[config.mk]
export PLATFORM = sky130hd
export DESIGN_NAME = sme_iter
export DESIGN_NICKNAME = d
export VERILOG_FILES = /design/src/sv/sme_pkg.sv /design/src/sv/sme_iter.sv
export SDC_FILE = /design/constraint.sdc
export NUM_CORES = 1
export LEC_CHECK = 0
export ABC_AREA = 1
export BUFFER_PORTS_ARGS = -buffer_cell sky130_fd_sc_hd__clkbuf_2
export CAP_MARGIN = 40
export CELL_PAD_IN_SITES_DETAIL_PLACEMENT = 1
export CELL_PAD_IN_SITES_GLOBAL_PLACEMENT = 2
export CORE_MARGIN = 2
export CORE_UTILIZATION = 31
export DETAILED_ROUTE_END_ITERATION = 8
export GPL_ROUTABILITY_DRIVEN = 0
export HOLD_SLACK_MARGIN = 0.03
export PLACE_DENSITY = 0.78
export SKIP_CTS_REPAIR_TIMING = 1
export SLEW_MARGIN = 20
export SYNTH_ARGS = -nofsm -noshare
export SYNTH_HDL_FRONTEND = slang
export SYNTH_SLANG_ARGS = --single-unit
[constraint.sdc]
create_clock -name i_clk -period 10.3 [get_ports i_clk]
set_clock_uncertainty 0.1 [all_clocks]
set_input_delay 2.06 -clock i_clk [delete_from_list [all_inputs] [get_ports i_clk]]
set_output_delay 2.06 -clock i_clk [all_outputs]
set_load 0.005 [all_outputs]
[src/sv/sme_pkg.sv]
// shared types and codes of the stack machine executor
package sme_pkg;

    typedef enum logic [4:0] {
        OP_HLT = 5'd0, OP_PUSH = 5'd1, OP_PUSHREG = 5'd2, OP_PUSHMEM = 5'd3,
        OP_POPREG = 5'd4, OP_POPMEM = 5'd5, OP_ADD = 5'd6, OP_SUB = 5'd7,
        OP_MUL = 5'd8, OP_DIV = 5'd9, OP_SQRT = 5'd10, OP_JB = 5'd11,
        OP_JBE = 5'd12, OP_JA = 5'd13, OP_JAE = 5'd14, OP_JE = 5'd15,
        OP_JNE = 5'd16, OP_JMP = 5'd17, OP_CALL = 5'd18, OP_RET = 5'd19,
        OP_IN = 5'd20, OP_OUT = 5'd21
    } t_op;

    localparam logic [3:0] F_NONE = 4'd0;
    localparam logic [3:0] F_UNDER = 4'd1;
    localparam logic [3:0] F_OVER = 4'd2;
    localparam logic [3:0] F_DIVZ = 4'd3;
    localparam logic [3:0] F_NSQRT = 4'd4;
    localparam logic [3:0] F_RUNDER = 4'd5;
    localparam logic [3:0] F_ROVER = 4'd6;
    localparam logic [3:0] F_BADREG = 4'd7;
    localparam logic [3:0] F_BADADDR = 4'd8;
    localparam logic [3:0] F_BADOP = 4'd9;

    // iterative unit operation select
    typedef enum logic [1:0] {
        IU_MUL = 2'd0, IU_DIV = 2'd1, IU_SQRT = 2'd2
    } t_iu_op;

    typedef struct packed {
        logic   start;
        t_iu_op op;
    } t_iu_ctl;

endpackage

[src/sv/sme_iter.sv]
// shared iterative unit: shift-add multiply, restoring divide, bitwise square root
module sme_iter
    import sme_pkg::*;
(
    input  logic        i_clk,
    input  logic        i_rst_n,
    input  t_iu_ctl     i_ctl,
    input  logic [31:0] i_a,
    input  logic [31:0] i_b,
    output logic        o_done,
    output logic [31:0] o_res
);

    logic        r_busy;
    logic [5:0]  r_cnt;
    t_iu_op      r_op;
    logic [31:0] r_acc;
    logic [31:0] r_x;
    logic [31:0] r_y;
    logic [32:0] r_rem;
    logic        r_neg;

    // one step of each algorithm
    logic [32:0] w_trial;
    logic [31:0] w_sq_t;
    logic [32:0] w_rshift;
    always_comb begin
        w_rshift = {r_rem[31:0], r_x[31]};
        w_trial  = w_rshift - {1'b0, r_y};
        w_sq_t   = r_acc | r_y;
    end

    always_ff @(posedge i_clk) begin
        if (!i_rst_n) begin
            r_busy <= 1'b0;
            o_done <= 1'b0;
        end else begin
            o_done <= 1'b0;
            if (i_ctl.start) begin
                r_busy <= 1'b1;
                r_op   <= i_ctl.op;
                r_cnt  <= 6'd0;
                r_acc  <= '0;
                r_rem  <= '0;
                case (i_ctl.op)
                    IU_MUL: begin
                        r_x <= i_a;
                        r_y <= i_b;
                    end
                    IU_DIV: begin
                        r_x   <= i_a[31] ? 32'd0 - i_a : i_a;
                        r_y   <= i_b[31] ? 32'd0 - i_b : i_b;
                        r_neg <= i_a[31] ^ i_b[31];
                    end
                    default: begin
                        r_x <= i_a;
                        r_y <= 32'h4000_0000;
                    end
                endcase
            end else if (r_busy) begin
                case (r_op)
                    IU_MUL: begin
                        if (r_y[0]) r_acc <= r_acc + r_x;
                        r_x <= {r_x[30:0], 1'b0};
                        r_y <= {1'b0, r_y[31:1]};
                    end
                    IU_DIV: begin
                        if (!w_trial[32]) begin
                            r_rem <= w_trial;
                            r_acc <= {r_acc[30:0], 1'b1};
                        end else begin
                            r_rem <= w_rshift;
                            r_acc <= {r_acc[30:0], 1'b0};
                        end
                        r_x <= {r_x[30:0], 1'b0};
                    end
                    default: begin
                        if (r_x >= w_sq_t) begin
                            r_x   <= r_x - w_sq_t;
                            r_acc <= {1'b0, r_acc[31:1]} | r_y;
                        end else begin
                            r_acc <= {1'b0, r_acc[31:1]};
                        end
                        r_y <= {2'b00, r_y[31:2]};
                    end
                endcase
                r_cnt <= r_cnt + 6'd1;
                if ((r_op == IU_SQRT && r_cnt == 6'd15) || r_cnt == 6'd31) begin
                    r_busy <= 1'b0;
                    o_done <= 1'b1;
                end
            end
        end
    end

    // final sign fix for divide; mul and sqrt in acc after last step
    logic [31:0] w_last;
    always_comb begin
        w_last = r_acc;
        o_res  = (r_op == IU_DIV && r_neg) ? 32'd0 - w_last : w_last;
    end

endmodule

==> summary.txt, run 1 <==
Status
  – Status: finished clean

Setup path
  – Critical path class: reg2out
  – CP Capture Type: output pin
  – Worst Path Required: 8.14 ns
  – Worst Setup Start Kind: register
  – CP max FO: 48
  – Worst Path Arrival: between 4 and 5 ns

Cells and area
  – Nets: 3009
  – Register area: 0.00415 mm²
  – Fillers: ~7000
  – Area occupied by multi-input gates: 0.0105 mm²
  – Area grow syn2layout: 10.6%
  – Utilization after layout: between 30% and 40%
  – Share of layout cells above drive strength 1: 7.68%

Job
  – MaxCap Viol Count: 0

Detailed routing
  – Initial detailed-routing violation count: 1040
  – Via count: 18000
  – Final WL: roughly 69 mm
  – Wire per inst: 19.6 µm
  – Via/cell ratio: 5.09
  – Drt drc: 0
  – Pre-Repair DR Iteration Count: 5
  – ANT nets after route: 0

GRT
  – First-pass GRT wire length: 107 mm
  – Number of global-route vias before repair: about 18000
  – Initial antenna violation count: 0
  – Maximum number of pins on one net before global-route repair: 80
  – Grt ovf: 0
  – Total GRT Usage: between 20% and 30%

Yosys
  – Post-synth top area share: between 20% and 30%
  – Area contributors post-synth: edfxtp_1 (25%), nand2_1 (20%), inv_1 (9.5%)
  – Avg Cell Area, Syn: ~6 µm²
  – Distinct cell type count after synthesis: 47
  – Syn Nets: roughly 2900
  – Post-Synthesis Cell Area: 0.0166 mm²
  – Yosys top cell by area: edfxtp_1
  – Sequential-to-total area share from yosys stat: between 20% and 30%
  – Register bit total from synthesis: 139
  – Synth warn: 0
  – Gate count after technology mapping: 2771

Min path
  – Hold Crit Class: reg2reg

Power and ir drop
  – P per Cell Area: 146 mW/mm²
  – VDD IR max: 0.0839 mV
  – Clock Power Share: between 20% and 30%
  – Leakage Power: 9.42 nW
  – P_sw: between 0.001 and 0.0015 W
  – Switching Fraction: 45.9%
  – P_int: 0.00145 W
  – Sequential power share: 30.0%
  – Logic pwr share: a little under half

Timing
  – Worst slew pin tran: 0.822 ns
  – Final setup violation count: 0
  – Minimum clock period: 6.88 ns
  – Setup ws final: 3.42 ns
  – Period utilisation layout: 66.8%
  – RSZ-0062 raised after global routing: no
  – Final hold violations: 0
  – Setup TNS: 0 ns
  – Slew Viols, Final: 0
  – Fmax: roughly 0.15 GHz
  – Slew Limit Headroom: 45.1%

Floorplanning
  – Num rows: 84
  – Initial Util: between 30% and 40%
  – Die height: 236 µm
  – Die area: about 0.056 mm²
  – Core area: ~0.053 mm²
  – Die Wd: 236 µm
  – Num ports: roughly 100

Place
  – Port bufs: roughly 100
  – Dpl hpwl: 56.6 mm
  – Place WS: 3.61 ns

Clocking
  – H-tree levels: 4
  – Clk_lat worst skew: 0.49 ns
  – Root buffer cell: clkbuf_16
  – Cts bufs inserted: 17
  – CTS clk-pin slew, worst paths: 0.07 ns
  – Clock sinks: 139
  – Worst-case clock buffer depth: 2
  – CTS tree: built
==> synth_stat cells, drive strengths merged <==
master and count:
inv 434, o32ai 5, nand2b 1, a21o 3, o21a 2, nand4 15
a31oi 2, o21ai 197, xnor2 4, xor2 65, fa 3, a21oi 180
nand3 165, and2 7, nand3b 7, dfxtp 2, clkbuf 44, nand2 907
nor4 6, o41ai 2, ha 99, edfxtp 137, o21bai 10, or2 10
o22ai 22, nor2 373, buf 22, o211ai 2, and3 2, nor3 38
nor3b 2, o31ai 3
==> logic make-up after synthesis <==
family                   count (synthesis)  synth area share (%)
adder cells (fa/ha/maj)                102                  7.81
buffers and inverters                  500                  11.8
flip-flops                             139                  25.0
XOR/XNOR                                69                  3.63
AND/OR/NAND/NOR                       1533                  37.9
AO/OA/AOI/OAI                          428                  13.9
==> critical path, cell delays in order, from the launching register on <==
cell,delay (ns)
edfxtp_1,0.34
buf_4,0.44
inv_2,0.27
nand2_1,0.53
inv_2,0.38
nand2_1,0.63
inv_1,0.39
buf_8,0.26
o41ai_1,0.12
nand2_2,0.19
nor2_2,0.20
nand2_1,0.09
xor2_1,0.19
clkbuf_2,0.15
==> routing by layer <==
metal	track usage, %	up-vias	part of all wire, %
li1	-	9004	-
met1	33.5	8641	47
met2	42.7	331	48
met3	2.92	59	3.7
met4	6.56	0	2.0
met5	0	-	0
==> worst paths after layout <==
| path | start | end | slack (ns) | cells past startpoint |
|---|---|---|---|---|
| min | r_rem[16] | r_rem[17] | 0.50 | 2 |
| min reg2reg | r_rem[16] | r_rem[17] | 0.50 | 2 |
| max reg2reg | r_acc[12] | r_x[27] | 6.62 | 13 |
| max | r_op[1] | o_res[27] | 3.42 | 13 |
==> through the flow <==
stage / total power, W / instance area (µm²) / instances / hold slack, ns
6_report: 0.00269 / 18400 / 3540 / 0.504
5_1_grt: 0.00289 / 18400 / 3539 / 0.533
4_1_cts: 0.00271 / 18400 / 3537 / 0.506
3_5_place_dp: 0.00203 / 17800 / 3505 / 0.491
3_3_place_gp: 0.00200 / 17800 / 3505 / 0.474
2_1_floorplan: 0.00162 / 16600 / 2771 / 0.366
==> registers in the layout (all words and copies together), names as in the netlist <==
name	cells
r_busy	1
r_rem	32
r_cnt	6
r_x	32
o_done	1
r_acc	32
r_neg	1
r_y	32
r_op	2
==> area by class of cell <==
type	instances	area share [%]
Timing Repair Buffer	114	3.43
Antenna cell	1	0.0136
Clock buffer	17	2.31
Inverter	434	8.85
Tap cell	688	4.68
Clock inverter	15	0.897
Sequential cell	139	22.6
Multi-Input combinational cell	2132	57.3
==> power groups by stage <==
| stage | Combinational (W) | Clock, W | Sequential (W) |
|---|---|---|---|
| floorplan | 0.000864 | 0 | 0.000759 |
| global placement | 0.00118 | 0 | 0.000819 |
| detailed placement | 0.00121 | 0 | 0.000820 |
| CTS | 0.00122 | 0.000679 | 0.000808 |
| global route | 0.00139 | 0.000688 | 0.000813 |
| finish | 0.00122 | 0.000660 | 0.000808 |
==> cell usage in the layout, fill, tap and decap left out, types with 4 or more instances in the layout <==
master     netlist  layout
clkinv_4         0       4
inv_1          423     423
clkbuf_2         0     101
nand2_2         12      12
nor4_1           6       6
buf_4            1      11
edfxtp_1       137     137
or2_2            8       8
o22ai_1         22      22
clkbuf_16        0      17
o21bai_1        10      10
nand3b_1         7       7
nor2_4           3       4
nor2_1         362     361
o21ai_0        143     141
nand3_1        163     163
and2_1           7       7
a21oi_1        165     165
nand4_1         15      15
a21oi_2         14      14
xor2_1          65      65
xnor2_1          4       4
o32ai_1          5       5
nand2_1        888     888
nor2_2           8       8
nand2_4          7       7
o21ai_1         54      54
nor3_1          34      34
ha_1            99      99
inv_2           11      11
Note: power is estimated with default switching activity, not from simulation.
==> inputs of run 2 (changes only) <==
Clock period 10.3 ns to 6.8 ns, I/O delays scaled along.
==> run 2 against run 1 <==
  * Global-route usage is 0.25 points lower
  * Sequential power up 51%
  * Sequential cell count unchanged
  * Routed wire length is 1.1% lower
  * Critical path depth shrank 1
  * Die area unchanged
==> summary.txt, run 2 (same netlist as run 1, synthesis figures left out) <==
Cells and area
  – Commonest cells after routing, fill and taps aside: nand2_1 (888), inv_1 (422), nor2_1 (361)
  – Inserted Diodes: 0
  – Nets: about 3000
  – Post-route insts no fill: 3539
  – Commonest non-fill, non-tap cell in the layout: nand2_1
  – Share of layout cells above drive strength 1: 7.68%
  – Area grow syn2layout: 10.6%

Clocking
  – Worst-case clock buffer depth: 2
  – CTS tree: built
  – Clk_lat worst skew: 0.49 ns
  – Root buffer cell: clkbuf_16
  – Clock sinks: roughly 140
  – CTS clk-pin slew, worst paths: 0.08 ns
  – Cts bufs inserted: 17
  – H-tree levels: 4

Setup path
  – CP Launch Point: r_op[1]
  – CP max FO: 23
  – Worst Path Required: around 5.3 ns
  – Reg-to-reg startpoint: r_acc[13]
  – WP depth: 12
  – Crit-path max cell delay: 0.58 ns
  – CP bufs+invs: 5
  – Crit-path leading delay family: buffers and inverters
  – Number of cells on the worst reg-to-reg path: 13
  – Flop-to-flop setup slack: 3.11 ns
  – Worst Setup Start Kind: register
  – CP Capture Type: output pin
  – Top cell by count, worst path: nand2_1
  – CP Cell Sequence: inv_2 -> nand2_1 -> inv_2 -> nand2_1 -> inv_1 -> buf_8 -> o41ai_1 -> nand2_2 -> nor2_2 -> nand2_1 -> xor2_1 -> clkbuf_2
  – Critical path class: reg2out
  – R2r endpoint: r_x[19]
  – Worst Path Arrival: 4.22 ns
  – End of the critical path: o_res[29]
  – Slowest CP cell: inv_2

GRT
  – Grt ovf: 0
  – First-pass GRT wire length: 105 mm
  – Initial antenna violation count: 2
  – Number of global-route vias before repair: 18200
  – Maximum number of pins on one net before global-route repair: 81
  – Total GRT Usage: 24.8%

Place
  – Dpl hpwl: 56.6 mm
  – Port bufs: 101
  – Placed Cells: roughly 3500

Timing
  – Slew Limit Headroom: between 40% and 50%
  – Hold_ws: 0.492 ns
  – Final setup violation count: 0
  – Worst slew pin tran: a little over 0.8 ns
  – RSZ-0062 raised after global routing: no
  – Slew Viols, Final: 0
  – Final hold violations: 0
  – Period utilisation layout: between 80% and 90%
  – Minimum clock period: 5.68 ns
  – Setup TNS: 0 ns
  – Fmax: 0.176 GHz

Detailed routing
  – Drt drc: 0
  – Via/cell ratio: 5.08
  – Wire per inst: approximately 19 µm
  – ANT nets after route: 0
  – Pre-Repair DR Iteration Count: 5
  – Initial detailed-routing violation count: 1119
  – Final WL: 68.5 mm
  – Via count: 18000

Status
  – Status: finished clean

Floorplanning
  – Num ports: 102
  – Die Wd: 236 µm
  – Num rows: 84
  – Initial Util: 31.5%
  – Die area: 0.0555 mm²
  – Die height: between 200 and 250 µm
  – Core area: around 0.053 mm²

Min path
  – Hold Crit Class: reg2reg

Power and ir drop
  – P per Cell Area: around 220 mW/mm²
  – Leakage Power: 9.42 nW
  – VDD IR max: 0.120 mV

Job
  – MaxCap Viol Count: 0
[run 2: cell types whose count changed in the layout (fill, tap and decap cells not counted), moves of 2 or more]
cell and change:
inv_8 +3, inv_6 +4, clkinvlp_4 -2, clkinv_4 -4
[run 2: layout make-up]
cell class,instances,area [µm²]
Timing Repair Buffer,114,631
Multi-Input combinational cell,2132,10500
Clock buffer,18,439
Fill cell,7119,34400
Inverter,434,1630
Tap cell,688,861
Sequential cell,139,4150
Clock inverter,14,149
[run 2: stage by stage]
step / total power [W] / util (%) / setup WS [ns] / area, µm²
floorplan: 0.00246 / - / 2.49 / 16600
global placement: 0.00303 / 33.7 / 1.42 / 17800
detailed placement: 0.00308 / 33.7 / 1.28 / 17800
CTS: 0.00409 / 34.8 / 0.717 / 18400
global route: 0.00437 / 34.9 / 0.843 / 18400
finish: 0.00406 / 34.9 / 1.12 / 18400
[run 2: worst reg2reg max path: cells and delay by family (launching register included)]
family | cells | cell delay [ns]
fa+ha+maj | 1 | 0.39
buf+inv | 3 | 0.57
compound gates | 1 | 0.15
flops | 1 | 0.63
simple gates | 8 | 1.46
[run 2: how the worst min path moves through the flow]
stage,endpoint,slack (ns),cells after the start,start
finish,o_done,0.49,3,r_cnt[5]
global route,r_cnt[0],0.50,1,r_cnt[0]
CTS,o_done,0.49,3,r_cnt[5]
detailed placement,o_done,0.48,3,r_cnt[5]
global placement,o_done,0.46,3,r_cnt[5]
floorplan,o_done,0.37,2,r_busy
[run 2: routing by layer]
layer | global-route usage [%] | wire (µm) | vias to the layer above
met5 | 0 | 0 | -
met4 | 9.75 | 2520 | 0
met3 | 3.92 | 2930 | 85
met2 | 41.5 | 32000 | 323
met1 | 32.0 | 31100 | 8573
li1 | - | - | 9006
[run 2: power breakdown]
group | total, W | internal [W] | switching, W
sequential | 0.00122 | 0.00107 | 0.000148
clock | 0.000991 | 0.000529 | 0.000462
combinational | 0.00185 | 0.000583 | 0.00126
total | 0.00406 | 0.00219 | 0.00187
==> inputs of run 3 (changes only) <==
Settings changed: PLACE_DENSITY 0.78 to 0.81.
Clock period 6.8 ns to 4.9 ns, I/O delays scaled along.
==> run 3 against run 2 <==
  * Core utilization rose by 0.16 points
  * Sequential share of layout area fell by 0.10 points
  * Register-to-register slack worse by 1.8 ns
  * Global-route usage rose by 0.10 points
  * Worst hold slack gained 0.0039 ns
  * Final cell count rose by 0.54%
  * Sequential power up 38%
  * Critical path depth grew 1
  * Die area stayed put
  * Largest power group unchanged
==> summary.txt, run 3 (same netlist as run 1, synthesis figures left out) <==
Status
  – Status: finished clean

Cells and area
  – Commonest cells after routing, fill and taps aside: nand2_1 (888), inv_1 (423), nor2_1 (361)
  – Final Cell Area: roughly 0.018 mm²
  – Commonest non-fill, non-tap cell in the layout: nand2_1
  – Area grow syn2layout: 11.1%
  – Nets: 3025
  – Share of layout cells above drive strength 1: 8.06%

Clocking
  – Cts bufs inserted: 17
  – Clock sinks: 139
  – Worst-case clock buffer depth: 2
  – H-tree levels: 4
  – Root buffer cell: clkbuf_16
  – CTS clk-pin slew, worst paths: 0.07 ns
  – CTS tree: built
  – Clk_lat worst skew: roughly 0.49 ns

Setup path
  – WP depth: 13
  – Worst Path Arrival: 3.38 ns
  – R2r endpoint: r_x[25]
  – CP max FO: 23
  – Number of cells on the worst reg-to-reg path: 15
  – Worst Setup Start Kind: register
  – CP bufs+invs: 6
  – Crit-path max cell delay: 0.63 ns
  – Top cell by count, worst path: nand2_1
  – Critical path class: reg2out
  – Slowest CP cell: inv_1
  – CP Capture Type: output pin
  – Worst Path Required: 3.82 ns
  – Reg-to-reg startpoint: r_y[0]
  – Crit-path leading delay family: buffers and inverters
  – Flop-to-flop setup slack: 1.28 ns
  – CP Cell Sequence: inv_2 -> nand2_1 -> buf_4 -> inv_2 -> nand2_1 -> buf_4 -> inv_1 -> o41ai_1 -> nand2_2 -> nor2_2 -> nand2_1 -> xor2_1 -> clkbuf_2

Power and ir drop
  – Total power: 0.00559 W
  – VDD IR max: 0.236 mV
  – Leakage Power: 9.47 nW
  – P per Cell Area: 302 mW/mm²

Floorplanning
  – Die area: 0.0555 mm²
  – Core area: 0.0528 mm²
  – Die Wd: between 200 and 250 µm
  – Die height: ~240 µm
  – Num rows: between 80 and 90
  – Num ports: 102
  – Initial Util: 31.5%

Job
  – MaxCap Viol Count: 0

Min path
  – Sink of the worst hold path: o_done
  – Hold Path Stages: 2
  – Hold Crit Class: reg2reg
  – HP Start: r_busy

Timing
  – Period utilisation layout: roughly nine tenths
  – Minimum clock period: 4.46 ns
  – Setup ws final: roughly 0.44 ns
  – Setup TNS: 0 ns
  – RSZ-0062 raised after global routing: no
  – Final setup violation count: 0
  – Worst slew pin tran: 0.874 ns
  – Fmax: 0.224 GHz
  – Slew Viols, Final: 0
  – Final hold violations: 0
  – Slew Limit Headroom: between 40% and 50%

Place
  – Place WS: approximately 0.9 ns
  – Placement Cell Area: between 0.015 and 0.02 mm²
  – Dpl hpwl: roughly 57 mm
  – Port bufs: 101

GRT
  – First-pass GRT wire length: 107 mm
  – Total GRT Usage: between 20% and 30%
  – Maximum number of pins on one net before global-route repair: 80
  – Grt ovf: 0
  – Number of global-route vias before repair: 18700
  – Initial antenna violation count: 3

Detailed routing
  – Drt drc: 0
  – Pre-Repair DR Iteration Count: 5
  – Initial detailed-routing violation count: 1120
  – Final WL: 68.9 mm
  – Via count: approximately 18000
  – Via/cell ratio: 5.12
  – ANT nets after route: 0
  – Wire per inst: 19.4 µm
run 3: cell types whose count changed in the layout (fill, tap and decap cells not counted), moves of 3 or more:
cell / before / now
inv_6: 7 / 4
clkbuf_1: 0 / 3
diode_2: 0 / 3
buf_4: 11 / 28
inv_8: 4 / 0
run 3: worst max-delay path by stage:
| stage | startpoint | to |
|---|---|---|
| floorplan | i_rst_n | r_y[0] |
| global placement | r_op[1] | o_res[29] |
| detailed placement | r_op[1] | o_res[29] |
| CTS | r_op[1] | o_res[29] |
| global route | r_op[1] | o_res[29] |
| finish | r_op[1] | o_res[29] |
run 3: cell type report:
class / instances / area [µm²]
tap: 688 / 861
fill: 7157 / 34300
clock inverter: 12 / 114
clock buffer: 20 / 437
timing repair buffer: 130 / 743
multi-input combinational: 2132 / 10500
sequential: 139 / 4150
antenna: 3 / 7.51
inverter: 434 / 1630
run 3: report_power, final:
| group | switching [W] | internal [W] | total, W |
|---|---|---|---|
| combinational | 0.00177 | 0.000823 | 0.00259 |
| sequential | 0.000191 | 0.00149 | 0.00168 |
| clock | 0.000614 | 0.000701 | 0.00131 |
| total | 0.00257 | 0.00301 | 0.00559 |
run 3: tightest hold or removal path, stage by stage (launching register included):
cell     delay [ns]
dfxtp_1        0.30
nand2_1        0.16
nor3_1         0.09
run 3: metrics by stage:
stage               utilization (%)  hold slack [ns]  cells
CTS                            35.0            0.502   3555
global placement               33.9            0.480   3522
global route                   35.0            0.520   3555
detailed placement             34.0            0.492   3523
floorplan                         -            0.366   2771
finish                         35.0            0.496   3558
run 3: per-layer routing:
metal	track usage [%]	vias up	wire [µm]
li1	-	9031	-
met3	4.19	112	3360
met2	42.1	417	32200
met5	0	-	0
met4	10.2	0	2470
met1	31.5	8668	30800
